<file path="src/hw/rtl/tlnf_pkg.sv">
// shared types and character constants for the line number filter
`default_nettype none

package tlnf_pkg;

    // characters
    localparam logic [7:0] CH_NL    = 8'h0A;
    localparam logic [7:0] CH_TAB   = 8'h09;
    localparam logic [7:0] CH_SPACE = 8'h20;
    localparam logic [7:0] CH_ZERO  = 8'h30;
    localparam logic [7:0] CH_GT    = 8'h3E;
    localparam logic [7:0] CH_DOLLAR = 8'h24;
    localparam logic [7:0] CH_CARET = 8'h5E;
    localparam logic [7:0] CTRL_OFS = 8'd64;

    // blank run code while inside a line
    localparam logic [2:0] MID_LINE = 3'd7;

    // configuration register indexes
    localparam logic [1:0] REG_NUMBER_MODE   = 2'd0;
    localparam logic [1:0] REG_SHOW_ENDS     = 2'd1;
    localparam logic [1:0] REG_SHOW_TABS     = 2'd2;
    localparam logic [1:0] REG_SQUEEZE_BLANK = 2'd3;

    // numbering modes
    localparam logic [1:0] NUM_OFF = 2'd0;
    localparam logic [1:0] NUM_ALL = 2'd1;

    // sequencer to digit unit
    typedef struct packed {
        logic bump_start;
        logic bump_step;
        logic emit_start;
        logic emit_step;
    } dig_ctrl_t;

    // digit unit to sequencer
    typedef struct packed {
        logic       bump_done;
        logic       emit_last;
        logic [7:0] digit_char;
    } dig_stat_t;

endpackage

`default_nettype wire

</file>
<file path="src/hw/rtl/text_line_number_filter_top.sv">
// top level of the cat-style line numbering byte filter
`default_nettype none

// Byte filter in the manner of cat: each input transaction carries one text byte and
// produces the output bytes written for it, the final one flagged with last_of_run.
// Plain bytes go straight into the output register, one per cycle unless the output
// stalls. A tab shown as "^I" or a newline preceded by '$' gives two bytes, the second
// from a held state. A squeezed blank line gives no output at all. At a numbered line
// start the block stalls its input while a small sequencer drives the prefix through
// the shared digit unit: it accepts the byte, increments the counter with the carry
// rippled one digit at a time (1 to DIGITS digits), sends the leading spaces (MIN_WIDTH
// minus digits in use, when positive), the digits shown and the tab, then the line's
// own bytes. Line state carries over between files. The user must write configuration
// through a plain write port while the block is idle; the block does not enforce it.
module text_line_number_filter_top
    import tlnf_pkg::*;
#(
    parameter int DIGITS    = 18,
    parameter int MIN_WIDTH = 6
)
(
    input  wire logic       clk,
    input  wire logic       rst_n,
    // configuration write port
    input  wire logic       cfg_write,
    input  wire logic [1:0] cfg_index,
    input  wire logic [1:0] cfg_data,
    // input channel
    input  wire logic       in_valid,
    output logic            in_stall,
    input  wire logic [7:0] in_byte,
    // output channel
    output logic            out_valid,
    input  wire logic       out_stall,
    output logic [7:0]      out_byte,
    output logic            last_of_run
);

    localparam int UW = $clog2(DIGITS + 1);
    localparam int CW = $clog2(((DIGITS > MIN_WIDTH) ? DIGITS : MIN_WIDTH) + 1);

    // sequencer states
    localparam logic [3:0] ST_IDLE   = 4'd0;
    localparam logic [3:0] ST_BUMP   = 4'd1;
    localparam logic [3:0] ST_PAD    = 4'd2;
    localparam logic [3:0] ST_DIG    = 4'd3;
    localparam logic [3:0] ST_TAB    = 4'd4;
    localparam logic [3:0] ST_DOLLAR = 4'd5;
    localparam logic [3:0] ST_NL     = 4'd6;
    localparam logic [3:0] ST_CARET  = 4'd7;
    localparam logic [3:0] ST_CHAR   = 4'd8;

    // configuration registers
    logic [1:0] number_mode_reg;
    logic       show_ends_reg;
    logic       show_tabs_reg;
    logic       squeeze_reg;

    // sequencer state
    logic [3:0]    state_reg, state_next;
    logic [7:0]    byte_reg, byte_next;
    logic          esc_reg, esc_next;
    logic [CW-1:0] pad_reg, pad_next;
    logic [2:0]    blank_reg, blank_next;

    // output register
    logic          out_valid_reg, out_valid_next;
    logic [7:0]    out_byte_reg;
    logic          out_last_reg;

    // emission and handshake
    logic          out_free;
    logic          accept;
    logic          emit_en;
    logic [7:0]    emit_byte;
    logic          emit_last;
    logic          out_load;

    // line start decisions for the incoming byte
    logic          in_is_nl;
    logic          in_esc;
    logic          mid_line;
    logic          squeezed;
    logic          do_number;
    logic [3:0]    tail_state;

    dig_ctrl_t     dig_ctrl;
    dig_stat_t     dig_stat;
    logic [UW-1:0] digits_used;

    tlnf_digits #(
        .DIGITS (DIGITS)
    ) u_digits (
        .clk         (clk),
        .rst_n       (rst_n),
        .ctrl        (dig_ctrl),
        .stat        (dig_stat),
        .digits_used (digits_used)
    );

    // output slot can take a byte this cycle
    assign out_free = !out_valid_reg || !out_stall;
    assign in_stall = (state_reg != ST_IDLE) || !out_free;
    assign accept   = in_valid && !in_stall;
    assign out_load = emit_en && out_free;

    assign in_is_nl = (in_byte == CH_NL);
    assign in_esc   = (in_byte == CH_TAB) && show_tabs_reg;
    assign mid_line = (blank_reg == MID_LINE);
    // second or later blank line of a run
    assign squeezed = in_is_nl && !mid_line && (blank_reg != 3'd0) && squeeze_reg;

    always_comb
    begin
        if (in_is_nl)
        begin
            do_number = !mid_line && !squeezed && (number_mode_reg == NUM_ALL);
        end
        else
        begin
            do_number = !mid_line && (number_mode_reg != NUM_OFF);
        end
    end

    // what follows the number prefix
    always_comb
    begin
        if (byte_reg == CH_NL)
        begin
            tail_state = show_ends_reg ? ST_DOLLAR : ST_NL;
        end
        else
        begin
            tail_state = esc_reg ? ST_CARET : ST_CHAR;
        end
    end

    // sequencer
    always_comb
    begin
        state_next = state_reg;
        byte_next  = byte_reg;
        esc_next   = esc_reg;
        pad_next   = pad_reg;
        blank_next = blank_reg;
        emit_en    = 1'b0;
        emit_byte  = byte_reg;
        emit_last  = 1'b0;
        dig_ctrl   = '0;
        case (state_reg)
            ST_IDLE:
            begin
                if (accept)
                begin
                    byte_next = in_byte;
                    esc_next  = in_esc;
                    pad_next  = CW'(MIN_WIDTH);
                    if (in_is_nl)
                    begin
                        blank_next = mid_line ? 3'd0 : ((blank_reg != 3'd0) ? 3'd2 : 3'd1);
                    end
                    else
                    begin
                        blank_next = MID_LINE;
                    end
                    if (squeezed)
                    begin
                        state_next = ST_IDLE;
                    end
                    else if (do_number)
                    begin
                        dig_ctrl.bump_start = 1'b1;
                        state_next          = ST_BUMP;
                    end
                    else if (in_is_nl)
                    begin
                        emit_en = 1'b1;
                        if (show_ends_reg)
                        begin
                            emit_byte  = CH_DOLLAR;
                            state_next = ST_NL;
                        end
                        else
                        begin
                            emit_byte = CH_NL;
                            emit_last = 1'b1;
                        end
                    end
                    else if (in_esc)
                    begin
                        emit_en    = 1'b1;
                        emit_byte  = CH_CARET;
                        state_next = ST_CHAR;
                    end
                    else
                    begin
                        emit_en   = 1'b1;
                        emit_byte = in_byte;
                        emit_last = 1'b1;
                    end
                end
            end
            ST_BUMP:
            begin
                dig_ctrl.bump_step = 1'b1;
                if (dig_stat.bump_done)
                begin
                    state_next = ST_PAD;
                end
            end
            ST_PAD:
            begin
                // leading spaces while the column count exceeds the digits in use
                if (pad_reg > CW'(digits_used))
                begin
                    emit_en   = 1'b1;
                    emit_byte = CH_SPACE;
                    if (out_free)
                    begin
                        pad_next = pad_reg - CW'(1);
                    end
                end
                else
                begin
                    dig_ctrl.emit_start = 1'b1;
                    state_next          = ST_DIG;
                end
            end
            ST_DIG:
            begin
                emit_en   = 1'b1;
                emit_byte = dig_stat.digit_char;
                if (out_free)
                begin
                    dig_ctrl.emit_step = 1'b1;
                    if (dig_stat.emit_last)
                    begin
                        state_next = ST_TAB;
                    end
                end
            end
            ST_TAB:
            begin
                emit_en   = 1'b1;
                emit_byte = CH_TAB;
                if (out_free)
                begin
                    state_next = tail_state;
                end
            end
            ST_DOLLAR:
            begin
                emit_en   = 1'b1;
                emit_byte = CH_DOLLAR;
                if (out_free)
                begin
                    state_next = ST_NL;
                end
            end
            ST_NL:
            begin
                emit_en   = 1'b1;
                emit_byte = CH_NL;
                emit_last = 1'b1;
                if (out_free)
                begin
                    state_next = ST_IDLE;
                end
            end
            ST_CARET:
            begin
                emit_en   = 1'b1;
                emit_byte = CH_CARET;
                if (out_free)
                begin
                    state_next = ST_CHAR;
                end
            end
            ST_CHAR:
            begin
                emit_en   = 1'b1;
                emit_byte = esc_reg ? (byte_reg + CTRL_OFS) : byte_reg;
                emit_last = 1'b1;
                if (out_free)
                begin
                    state_next = ST_IDLE;
                end
            end
            default:
            begin
                state_next = ST_IDLE;
            end
        endcase
    end

    always_ff @(posedge clk or negedge rst_n)
    begin
        if (!rst_n)
        begin
            state_reg <= ST_IDLE;
            esc_reg   <= 1'b0;
            pad_reg   <= '0;
            blank_reg <= 3'd0;
        end
        else
        begin
            state_reg <= state_next;
            esc_reg   <= esc_next;
            pad_reg   <= pad_next;
            blank_reg <= blank_next;
        end
    end

    // held byte of the current transaction
    always_ff @(posedge clk)
    begin
        byte_reg <= byte_next;
    end

    // configuration writes, values masked to register width
    always_ff @(posedge clk or negedge rst_n)
    begin
        if (!rst_n)
        begin
            number_mode_reg <= NUM_OFF;
            show_ends_reg   <= 1'b0;
            show_tabs_reg   <= 1'b0;
            squeeze_reg     <= 1'b0;
        end
        else if (cfg_write)
        begin
            case (cfg_index)
                REG_NUMBER_MODE:   number_mode_reg <= cfg_data;
                REG_SHOW_ENDS:     show_ends_reg   <= cfg_data[0];
                REG_SHOW_TABS:     show_tabs_reg   <= cfg_data[0];
                REG_SQUEEZE_BLANK: squeeze_reg     <= cfg_data[0];
                default:           number_mode_reg <= number_mode_reg;
            endcase
        end
    end

    // output register parts the sequencer from the downstream stall
    always_comb
    begin
        if (out_load)
        begin
            out_valid_next = 1'b1;
        end
        else if (!out_stall)
        begin
            out_valid_next = 1'b0;
        end
        else
        begin
            out_valid_next = out_valid_reg;
        end
    end

    always_ff @(posedge clk or negedge rst_n)
    begin
        if (!rst_n)
        begin
            out_valid_reg <= 1'b0;
        end
        else
        begin
            out_valid_reg <= out_valid_next;
        end
    end

    always_ff @(posedge clk)
    begin
        if (out_load)
        begin
            out_byte_reg <= emit_byte;
            out_last_reg <= emit_last;
        end
    end

    assign out_valid   = out_valid_reg;
    assign out_byte    = out_byte_reg;
    assign last_of_run = out_last_reg;

`ifndef SYNTHESIS
    // a byte that is not the last of its run leaves while the rest is still pending
    a_run_pending: assert property (@(posedge clk) disable iff (!rst_n)
        (out_valid && !out_stall && !last_of_run) |-> (state_reg != ST_IDLE))
        else $error("non-final byte left with the sequencer idle");

    // the counter increment only ends in the padding phase
    a_bump_exit: assert property (@(posedge clk) disable iff (!rst_n)
        (state_reg == ST_BUMP) |=> (state_reg == ST_BUMP || state_reg == ST_PAD))
        else $error("counter increment left to an unexpected state");

    // digits in use stay within the counter
    a_used_range: assert property (@(posedge clk) disable iff (!rst_n)
        (digits_used != '0) && (digits_used <= UW'(DIGITS)))
        else $error("digits in use out of range");

    // digits in use only grow, and only during an increment
    a_used_grow: assert property (@(posedge clk) disable iff (!rst_n)
        (digits_used != $past(digits_used)) |->
            ($past(state_reg) == ST_BUMP && digits_used == $past(digits_used) + UW'(1)))
        else $error("digits in use changed outside an increment");
`endif

endmodule

`default_nettype wire

</file>
<file path="src/hw/rtl/tlnf_digits.sv">
// decimal line counter with a shared one-digit increment unit and digit read-out
`default_nettype none

module tlnf_digits
    import tlnf_pkg::*;
#(
    parameter int DIGITS = 18
)
(
    input  wire logic                         clk,
    input  wire logic                         rst_n,
    input  wire dig_ctrl_t                    ctrl,
    output dig_stat_t                         stat,
    output logic [$clog2(DIGITS + 1) - 1:0]   digits_used
);

    localparam int IW = $clog2(DIGITS);
    localparam int UW = $clog2(DIGITS + 1);

    logic [3:0]    digit_reg [DIGITS];
    logic [IW-1:0] ptr_reg, ptr_next;
    logic [UW-1:0] used_reg, used_next;
    logic          ovf_reg, ovf_next;
    logic [3:0]    cur;
    logic          top_pos;
    logic          dig_we;
    logic [3:0]    dig_wdata;

    assign cur         = digit_reg[ptr_reg];
    assign top_pos     = (UW'(ptr_reg) == (used_reg - UW'(1)));
    assign digits_used = used_reg;

    always_comb
    begin
        ptr_next        = ptr_reg;
        used_next       = used_reg;
        ovf_next        = ovf_reg;
        dig_we          = 1'b0;
        dig_wdata       = cur + 4'd1;
        stat.bump_done  = 1'b0;
        stat.emit_last  = (ptr_reg == '0);
        stat.digit_char = (top_pos && ovf_reg) ? CH_GT : (CH_ZERO + {4'd0, cur});
        if (ctrl.bump_start)
        begin
            ptr_next = '0;
        end
        else if (ctrl.bump_step)
        begin
            dig_we = 1'b1;
            if (cur < 4'd9)
            begin
                dig_wdata      = cur + 4'd1;
                stat.bump_done = 1'b1;
            end
            else
            begin
                dig_wdata = 4'd0;
                if (top_pos)
                begin
                    // carry out of the top digit: widen, or mark overflow
                    if (used_reg < UW'(DIGITS))
                    begin
                        used_next = used_reg + UW'(1);
                        ptr_next  = ptr_reg + IW'(1);
                    end
                    else
                    begin
                        ovf_next       = 1'b1;
                        stat.bump_done = 1'b1;
                    end
                end
                else
                begin
                    ptr_next = ptr_reg + IW'(1);
                end
            end
        end
        else if (ctrl.emit_start)
        begin
            ptr_next = IW'(used_reg - UW'(1));
        end
        else if (ctrl.emit_step)
        begin
            ptr_next = ptr_reg - IW'(1);
        end
    end

    always_ff @(posedge clk or negedge rst_n)
    begin
        if (!rst_n)
        begin
            ptr_reg  <= '0;
            used_reg <= UW'(1);
            ovf_reg  <= 1'b0;
            for (int i = 0; i < DIGITS; i++)
            begin
                digit_reg[i] <= 4'd0;
            end
        end
        else
        begin
            ptr_reg  <= ptr_next;
            used_reg <= used_next;
            ovf_reg  <= ovf_next;
            if (dig_we)
            begin
                digit_reg[ptr_reg] <= dig_wdata;
            end
        end
    end

endmodule

`default_nettype wire
</file>
<file path="config.mk">
export PLATFORM = sky130hd
export DESIGN_NAME = text_line_number_filter_top
export DESIGN_NICKNAME = d
export VERILOG_FILES = /design/src/hw/rtl/tlnf_pkg.sv /design/src/hw/rtl/text_line_number_filter_top.sv /design/src/hw/rtl/tlnf_digits.sv
export SDC_FILE = /design/constraint.sdc
export NUM_CORES = 1
export LEC_CHECK = 0
export BUFFER_PORTS_ARGS = -buffer_cell sky130_fd_sc_hd__buf_2
export CORE_ASPECT_RATIO = 1.1
export CORE_MARGIN = 2
export CORE_UTILIZATION = 45
export CTS_CLUSTER_SIZE = 40
export DETAILED_ROUTE_END_ITERATION = 10
export GPL_TIMING_DRIVEN = 0
export MAX_ROUTING_LAYER = met4
export PLACE_DENSITY = 0.59
export SLEW_MARGIN = 40
export SYNTH_ARGS = -nofsm -noshare
export SYNTH_HDL_FRONTEND = slang
export SYNTH_SLANG_ARGS = --single-unit
</file>
<file path="constraint.sdc">
create_clock -name clk -period 4.3 [get_ports clk]
set_clock_uncertainty 0.2 [all_clocks]
set_input_delay 0.215 -clock clk [delete_from_list [all_inputs] [get_ports clk]]
set_output_delay 0.215 -clock clk [all_outputs]
set_load 0.1 [all_outputs]
</file>
==> summary.txt, run 1 <==
Run status
  – Outcome: completed

Timing
  – Count of final hold-check violations: 0
  – Hold WS: 36.1 ps
  – Fmax achieved: 250 MHz
  – Worst slew pin tran: 768 ps
  – Tmin final: 3990 ps
  – TNS Setup: 0 ps
  – RSZ-0062 raised after global routing: false
  – Tcrit/Tclk final: 92.9%
  – Pins Over Slew Limit: 0
  – Setup Viol. Count Final: 0
  – Worst relative slew slack: 48.7%

Power and ir drop
  – Power, Total: 4910 uW
  – Pleak: 0.00336 uW
  – Max rail drop VDD: 0.344 mV
  – PwrDens: 639 mW/mm^2

Critical path
  – Critical path arrival: 4150 ps
  – Worst EP required: 4450 ps
  – CP Cell Sequence: buf_6, buf_12, mux4_2, a22oi_1, o211ai_2, inv_1, ha_1, a21bo_2, a211oi_2, a21oi_1, a21oi_2, buf_2, mux2_2
  – Slowest cell on crit path: mux4_2
  – RR Endpoint: u_digits.digit_reg[24]
  – Critical Path Fanout Max: 10
  – Flop-to-flop setup slack: 310 ps
  – Critical path class: flip-flop to flip-flop
  – CP endpoint kind: flip-flop
  – Slowest stage delay, CP: 530 ps
  – Cell family with most CP delay: compound AO/OA/AOI/OAI gates
  – Critical path startpoint category: flip-flop
  – Reg2reg path depth: 13
  – FF-to-FF Start: u_digits.ptr_reg[0]
  – Worst Path Buf+Inv: 4

Finish
  – Inserted Diodes: 0
  – Layout area overhead: 16.9%
  – Layout Nets: 715
  – Max reg flops: 72
  – Ratio of cells with drive above 1 in the final layout: 20.9%
  – Non-Filler Cell Area, Final: 0.00769 sq mm
  – Fin cells: 887

GRT
  – Vias in the first global route: 5097
  – Total gr overflow: 0
  – Pin count of the biggest net entering global routing: 78
  – First-pass GRT wire length: 26.6 mm
  – Initial antenna violation count: 0
  – All-Layer GR Usage: 23.0%

Detailed routing
  – 1st-iter DRT viols: 353
  – WL met1: 6.96 mm
  – Routed length on met3: 612 um
  – DR DRC count: 0
  – Router iterations before antenna repair: 5
  – Drt wl/cell: 18.6 um
  – Detail Route Antenna Nets: 0
  – Vias per cell: 5.69
  – Top routing layer used: met4
  – Met2 WL: 8.44 mm
  – Detailed-route via count: 5050
  – Final WL: 16.5 mm

CTS
  – Post-CTS sizing: 0
  – Clk sinks: 119
  – Worst-path clk slew: 60 ps
  – Worst-Skew Late Latency: 420 ps
  – Clock buffer count from CTS: 17
  – Htree depth: 4
  – Root Buffer: clkbuf_16
  – CTS tree: done
  – Clock tree buffer depth: 2

Yosys
  – Commonest cells post-synth: dfrtp_1, nand2_1, o21ai_0
  – Synthesis-stage register bit count: 119
  – Syn avg cell area: 10.6 sq um
  – Fraction of registers with async set/reset: 85.7%
  – Sequential area share after synthesis: 46.6%
  – Yosys top cell by area: dfrtp_1
  – Largest cells by area after synthesis: dfrtp_1, mux2_2, edfxtp_1, nand2_1, o21ai_0
  – Post-synth EDFFs: 17
  – Mapped cell area: 0.00657 sq mm
  – Post-synth top area share: 38.5%
  – Warnings from Yosys: 0
  – Count leader, synth: dfrtp_1
  – Yosys cell types: 76
  – Post-Synthesis Cells: 620
  – Syn nets: 653
  – Top_reg_cell synth: dfrtp_1

Floorplanning
  – Die Width: 119 um
  – Initial Util: 45.9%
  – Die area: 0.0156 sq mm
  – Io pins: 28
  – Row cnt: 46
  – CORE AREA: 0.0143 sq mm
  – Die height: 131 um

Job
  – Max Cap Viol: 0

Place
  – Port Buffers: 27
  – Gp weighted congestion: 0.916
  – Cell Area, Placed: 0.00699 sq mm
  – Placed Cells: 840
  – DP HPWL: 11.9 mm

Worst hold path
  – Worst Hold Class: input port to async pin
[area by class of cell]
| type | instances | area, sq um |
|---|---|---|
| clock buffers | 18 | 439 |
| well taps | 192 | 240 |
| clock inverters | 14 | 103 |
| flip-flops and latches | 119 | 3060 |
| multi-input cells | 453 | 3290 |
| repair buffers | 43 | 323 |
| plain buffers | 26 | 146 |
| fillers | 1254 | 6650 |
| inverters | 22 | 82.6 |
[worst reg2reg max path, delay by kind of cell (launching register included)]
kind	cells	cell delay [ps]
adders and majority gates	1	140
AOI/OAI and AO/OA	6	1550
buffers and inverters	4	840
muxes	2	710
DFF	1	490
[per-stage QoR]
step	worst slack [ps]	utilization, %
after global placement	369	48.5
after global routing	102	53.6
after detailed placement	326	48.7
final	307	53.6
after floorplan	1100	-
after CTS	299	53.6
[metal layers]
metal	global-route usage, %	up-vias
met5	-	-
met4	10.3	0
met3	4.34	34
met2	39.6	144
met1	26.5	2481
li1	-	2391
[placed cells by master (no fill, tap or decap), drive strengths merged, types with 7 or more instances in the layout]
cell | synthesis | final
clkbuf | 13 | 31
a21oi | 22 | 22
dfrtp | 101 | 101
nand3 | 20 | 20
xnor2 | 9 | 9
clkinv | 2 | 9
o21ai | 57 | 57
dlygate4sd3 | 0 | 15
mux2 | 48 | 48
o211ai | 8 | 8
edfxtp | 17 | 17
nand2b | 8 | 8
inv | 20 | 23
xor2 | 7 | 7
ha | 16 | 16
mux4 | 13 | 13
mux2i | 10 | 10
nand2 | 92 | 92
buf | 13 | 41
nor3 | 12 | 12
nor2 | 29 | 29
[logic make-up after synthesis]
logic type / synth area share (%)
buffers and inverters: 3.48
multiplexers: 14.7
AO/OA/AOI/OAI: 14.2
flip-flops: 46.6
adder cells (fa/ha/maj): 3.05
XOR/XNOR: 2.82
AND/OR/NAND/NOR: 15.1
[what timing repair did]
action	CTS	global route
hold buffers	15	0
endpoints found under the hold margin	117	0
buffers inserted	0	0
[power breakdown]
group          switching, uW  internal (uW)
registers                128           1390
clock network            536            753
logic                   1460            643
[how the worst max path moves through the flow]
stage                             start                      to  cells after the start
global route        u_digits.ptr_reg[0]  u_digits.digit_reg[32]                     13
global placement    u_digits.ptr_reg[0]  u_digits.digit_reg[28]                     13
floorplan           u_digits.ptr_reg[0]  u_digits.digit_reg[11]                     14
finish              u_digits.ptr_reg[0]  u_digits.digit_reg[24]                     13
CTS                 u_digits.ptr_reg[0]  u_digits.digit_reg[24]                     13
detailed placement  u_digits.ptr_reg[0]  u_digits.digit_reg[40]                     13
(Power assumes the default switching activity.)
==> inputs of run 2 (changes only) <==
PLACE_DENSITY = default   (was 0.59)
==> run 2 against run 1 <==
Sequential share of layout area is 0.12 points lower. Critical path type unchanged. Hold slack got worse by 1.3 ps. Largest power group unchanged. Via count hardly changed.
==> summary.txt, run 2 (synthesis gave the netlist of run 1 again) <==
Detailed routing
  – Final WL: 16.5 mm (about the same)
  – 1st-iter DRT viols: 386 (was 353)
  – Detailed-route via count: 5051 (was 5050)
  – DR DRC count: 0 (unchanged)
  – Router iterations before antenna repair: 5 (unchanged)
  – Detail Route Antenna Nets: 0 (unchanged)
  – Vias per cell: 5.71 (was 5.69)
  – Drt wl/cell: 18.6 um (about the same)

Timing
  – Tcrit/Tclk final: 92.5% (was 92.9%)
  – TNS Setup: 0 ps (unchanged)
  – Worst slew pin tran: 881 ps (was 768 ps)
  – Worst relative slew slack: 40.3% (was 48.7%)
  – Setup Viol. Count Final: 0 (unchanged)
  – Fmax achieved: 251 MHz (was 250 MHz)
  – Tmin final: 3980 ps (was 3990 ps)
  – Count of final hold-check violations: 0 (unchanged)
  – Pins Over Slew Limit: 0 (unchanged)
  – RSZ-0062 raised after global routing: false (unchanged)

Finish
  – Inserted Diodes: 0 (unchanged)
  – Commonest non-fill, non-tap cell in the layout: dfrtp_1 (unchanged)
  – Most frequent cells in the layout: dfrtp_1, nand2_1, o21ai_0 (unchanged)
  – Max reg flops: 72 (unchanged)
  – Ratio of cells with drive above 1 in the final layout: 20.8% (was 20.9%)
  – Layout area overhead: 17.3% (was 16.9%)
  – Layout Nets: 714 (was 715)

Power and ir drop
  – Comb power frac: 42.0% (was 42.8%)
  – PwrDens: 647 mW/mm^2 (was 639 mW/mm^2)
  – Pint: 2890 uW (was 2790 uW)
  – Pleak: 0.00337 uW (was 0.00336 uW)
  – Total net switching power: 2100 uW (was 2120 uW)
  – Max rail drop VDD: 0.340 mV (was 0.344 mV)
  – Net Sw Frac: 42.1% (was 43.2%)
  – Sequential share of power: 30.6% (was 31.0%)
  – Power, Total: 4990 uW (was 4910 uW)
  – Clock power share: 27.4% (was 26.3%)

CTS
  – CTS tree: done (unchanged)
  – Root Buffer: clkbuf_16 (unchanged)
  – Worst-path clk slew: 60 ps (about the same)
  – Worst-Skew Late Latency: 420 ps (about the same)
  – Clock buffer count from CTS: 17 (unchanged)
  – # Post-CTS Setup Buffers: 0 (unchanged)
  – Clk sinks: 119 (unchanged)
  – Htree depth: 4 (unchanged)
  – Clock tree buffer depth: 2 (unchanged)

Floorplanning
  – Io pins: 28 (unchanged)
  – Die Width: 119 um (unchanged)
  – CORE AREA: 0.0143 sq mm (unchanged)
  – Row cnt: 46 (unchanged)
  – Die area: 0.0156 sq mm (unchanged)
  – Die height: 131 um (unchanged)
  – Initial Util: 45.9% (unchanged)

GRT
  – First-pass GRT wire length: 26.9 mm (was 26.6 mm)
  – Vias in the first global route: 5096 (was 5097)
  – All-Layer GR Usage: 23.4% (was 23.0%)
  – Total gr overflow: 0 (unchanged)
  – Initial antenna violation count: 0 (unchanged)
  – Pin count of the biggest net entering global routing: 59 (was 78)

Critical path
  – FF-to-FF Start: u_digits.ptr_reg[0] (unchanged)
  – CP endpoint kind: flip-flop (unchanged)
  – CP Cell Sequence: buf_6, buf_12, mux4_2, a22oi_1, o211ai_2, inv_1, ha_1, a21bo_2, a211oi_2, a21oi_1, a21oi_2, buf_2, mux2_2 (unchanged)
  – Critical path class: flip-flop to flip-flop (unchanged)
  – Critical Path Fanout Max: 10 (unchanged)
  – Slowest cell on crit path: mux4_2 (unchanged)
  – Critical path startpoint category: flip-flop (unchanged)
  – Reg2reg path depth: 13 (unchanged)
  – RR Endpoint: u_digits.digit_reg[28] (was u_digits.digit_reg[24])
  – Slowest stage delay, CP: 530 ps (about the same)
  – Crit path from: u_digits.ptr_reg[0] (unchanged)
  – Worst EP required: 4460 ps (was 4450 ps)
  – Critical path arrival: 4130 ps (was 4150 ps)
  – Flop-to-flop setup slack: 320 ps (was 310 ps)

Worst hold path
  – Hold path cells: 4
  – Hold path endpoint: show_ends_reg
  – Worst Hold Class: input port to flip-flop (was input port to async pin)
  – Worst hold start: cfg_write

Run status
  – Outcome: completed (unchanged)

Place
  – Port Buffers: 27 (unchanged)
  – Gp weighted congestion: 0.878 (was 0.916)
  – DP HPWL: 12.1 mm (was 11.9 mm)

Job
  – Max Cap Viol: 0 (unchanged)
-- run 2: layout make-up --
type | instances | area [sq um]
buffer | 26 | 146
clock buffer | 20 | 478
clock inverter | 11 | 96.3
fill | 1281 | 6620
inverter | 22 | 82.6
multi-input combinational | 453 | 3290
sequential | 119 | 3060
tap | 192 | 240
timing repair buffer | 42 | 313
-- run 2: repair_timing --
action / CTS / global route
setup endpoints to repair: 0 / 0
hold endpoints to repair: 116 / 0
resized for setup: 0 / 0
hold buffers: 14 / 0
-- run 2: power groups by stage --
| stage | sequential [uW] | clock (uW) | combinational, uW |
|---|---|---|---|
| 2_1_floorplan | 1860 | 0 | 1220 |
| 3_3_place_gp | 1530 | 0 | 2040 |
| 3_5_place_dp | 1540 | 0 | 2080 |
| 4_1_cts | 1520 | 1390 | 2100 |
| 5_1_grt | 1550 | 1450 | 2260 |
| 6_report | 1520 | 1370 | 2100 |
-- run 2: through the flow --
step	hold WS [ps]	setup WS (ps)	util (%)	instances	instance area [sq um]
after floorplan	-281	1100	-	620	6570
after global placement	230	381	48.5	839	6950
after detailed placement	-62.6	338	48.7	840	6990
after CTS	26.1	309	53.7	885	7700
after global routing	45.2	100	53.8	885	7710
final	34.8	323	53.8	885	7710
-- run 2: worst max path at each step --
stage               cells past startpoint  slack, ps                endpoint
global placement                       13        380  u_digits.digit_reg[48]
detailed placement                     13        340  u_digits.digit_reg[44]
global route                           13        100  u_digits.digit_reg[28]
CTS                                    13        310  u_digits.digit_reg[28]
floorplan                              14       1100  u_digits.digit_reg[11]
finish                                 13        320  u_digits.digit_reg[28]
-- run 2: worst max-delay path: cells and delay by family (launching register included) --
kind	cells	cell delay, ps
flops	1	510
mux	2	710
compound gates	6	1550
buf+inv	4	810
fa+ha+maj	1	130
-- run 2: metal layers --
layer,share of wire [%],GRT usage [%]
met3,4.3,4.51
met2,50,39.2
met1,42,27.1
met4,3.6,11.8
met5,0,-
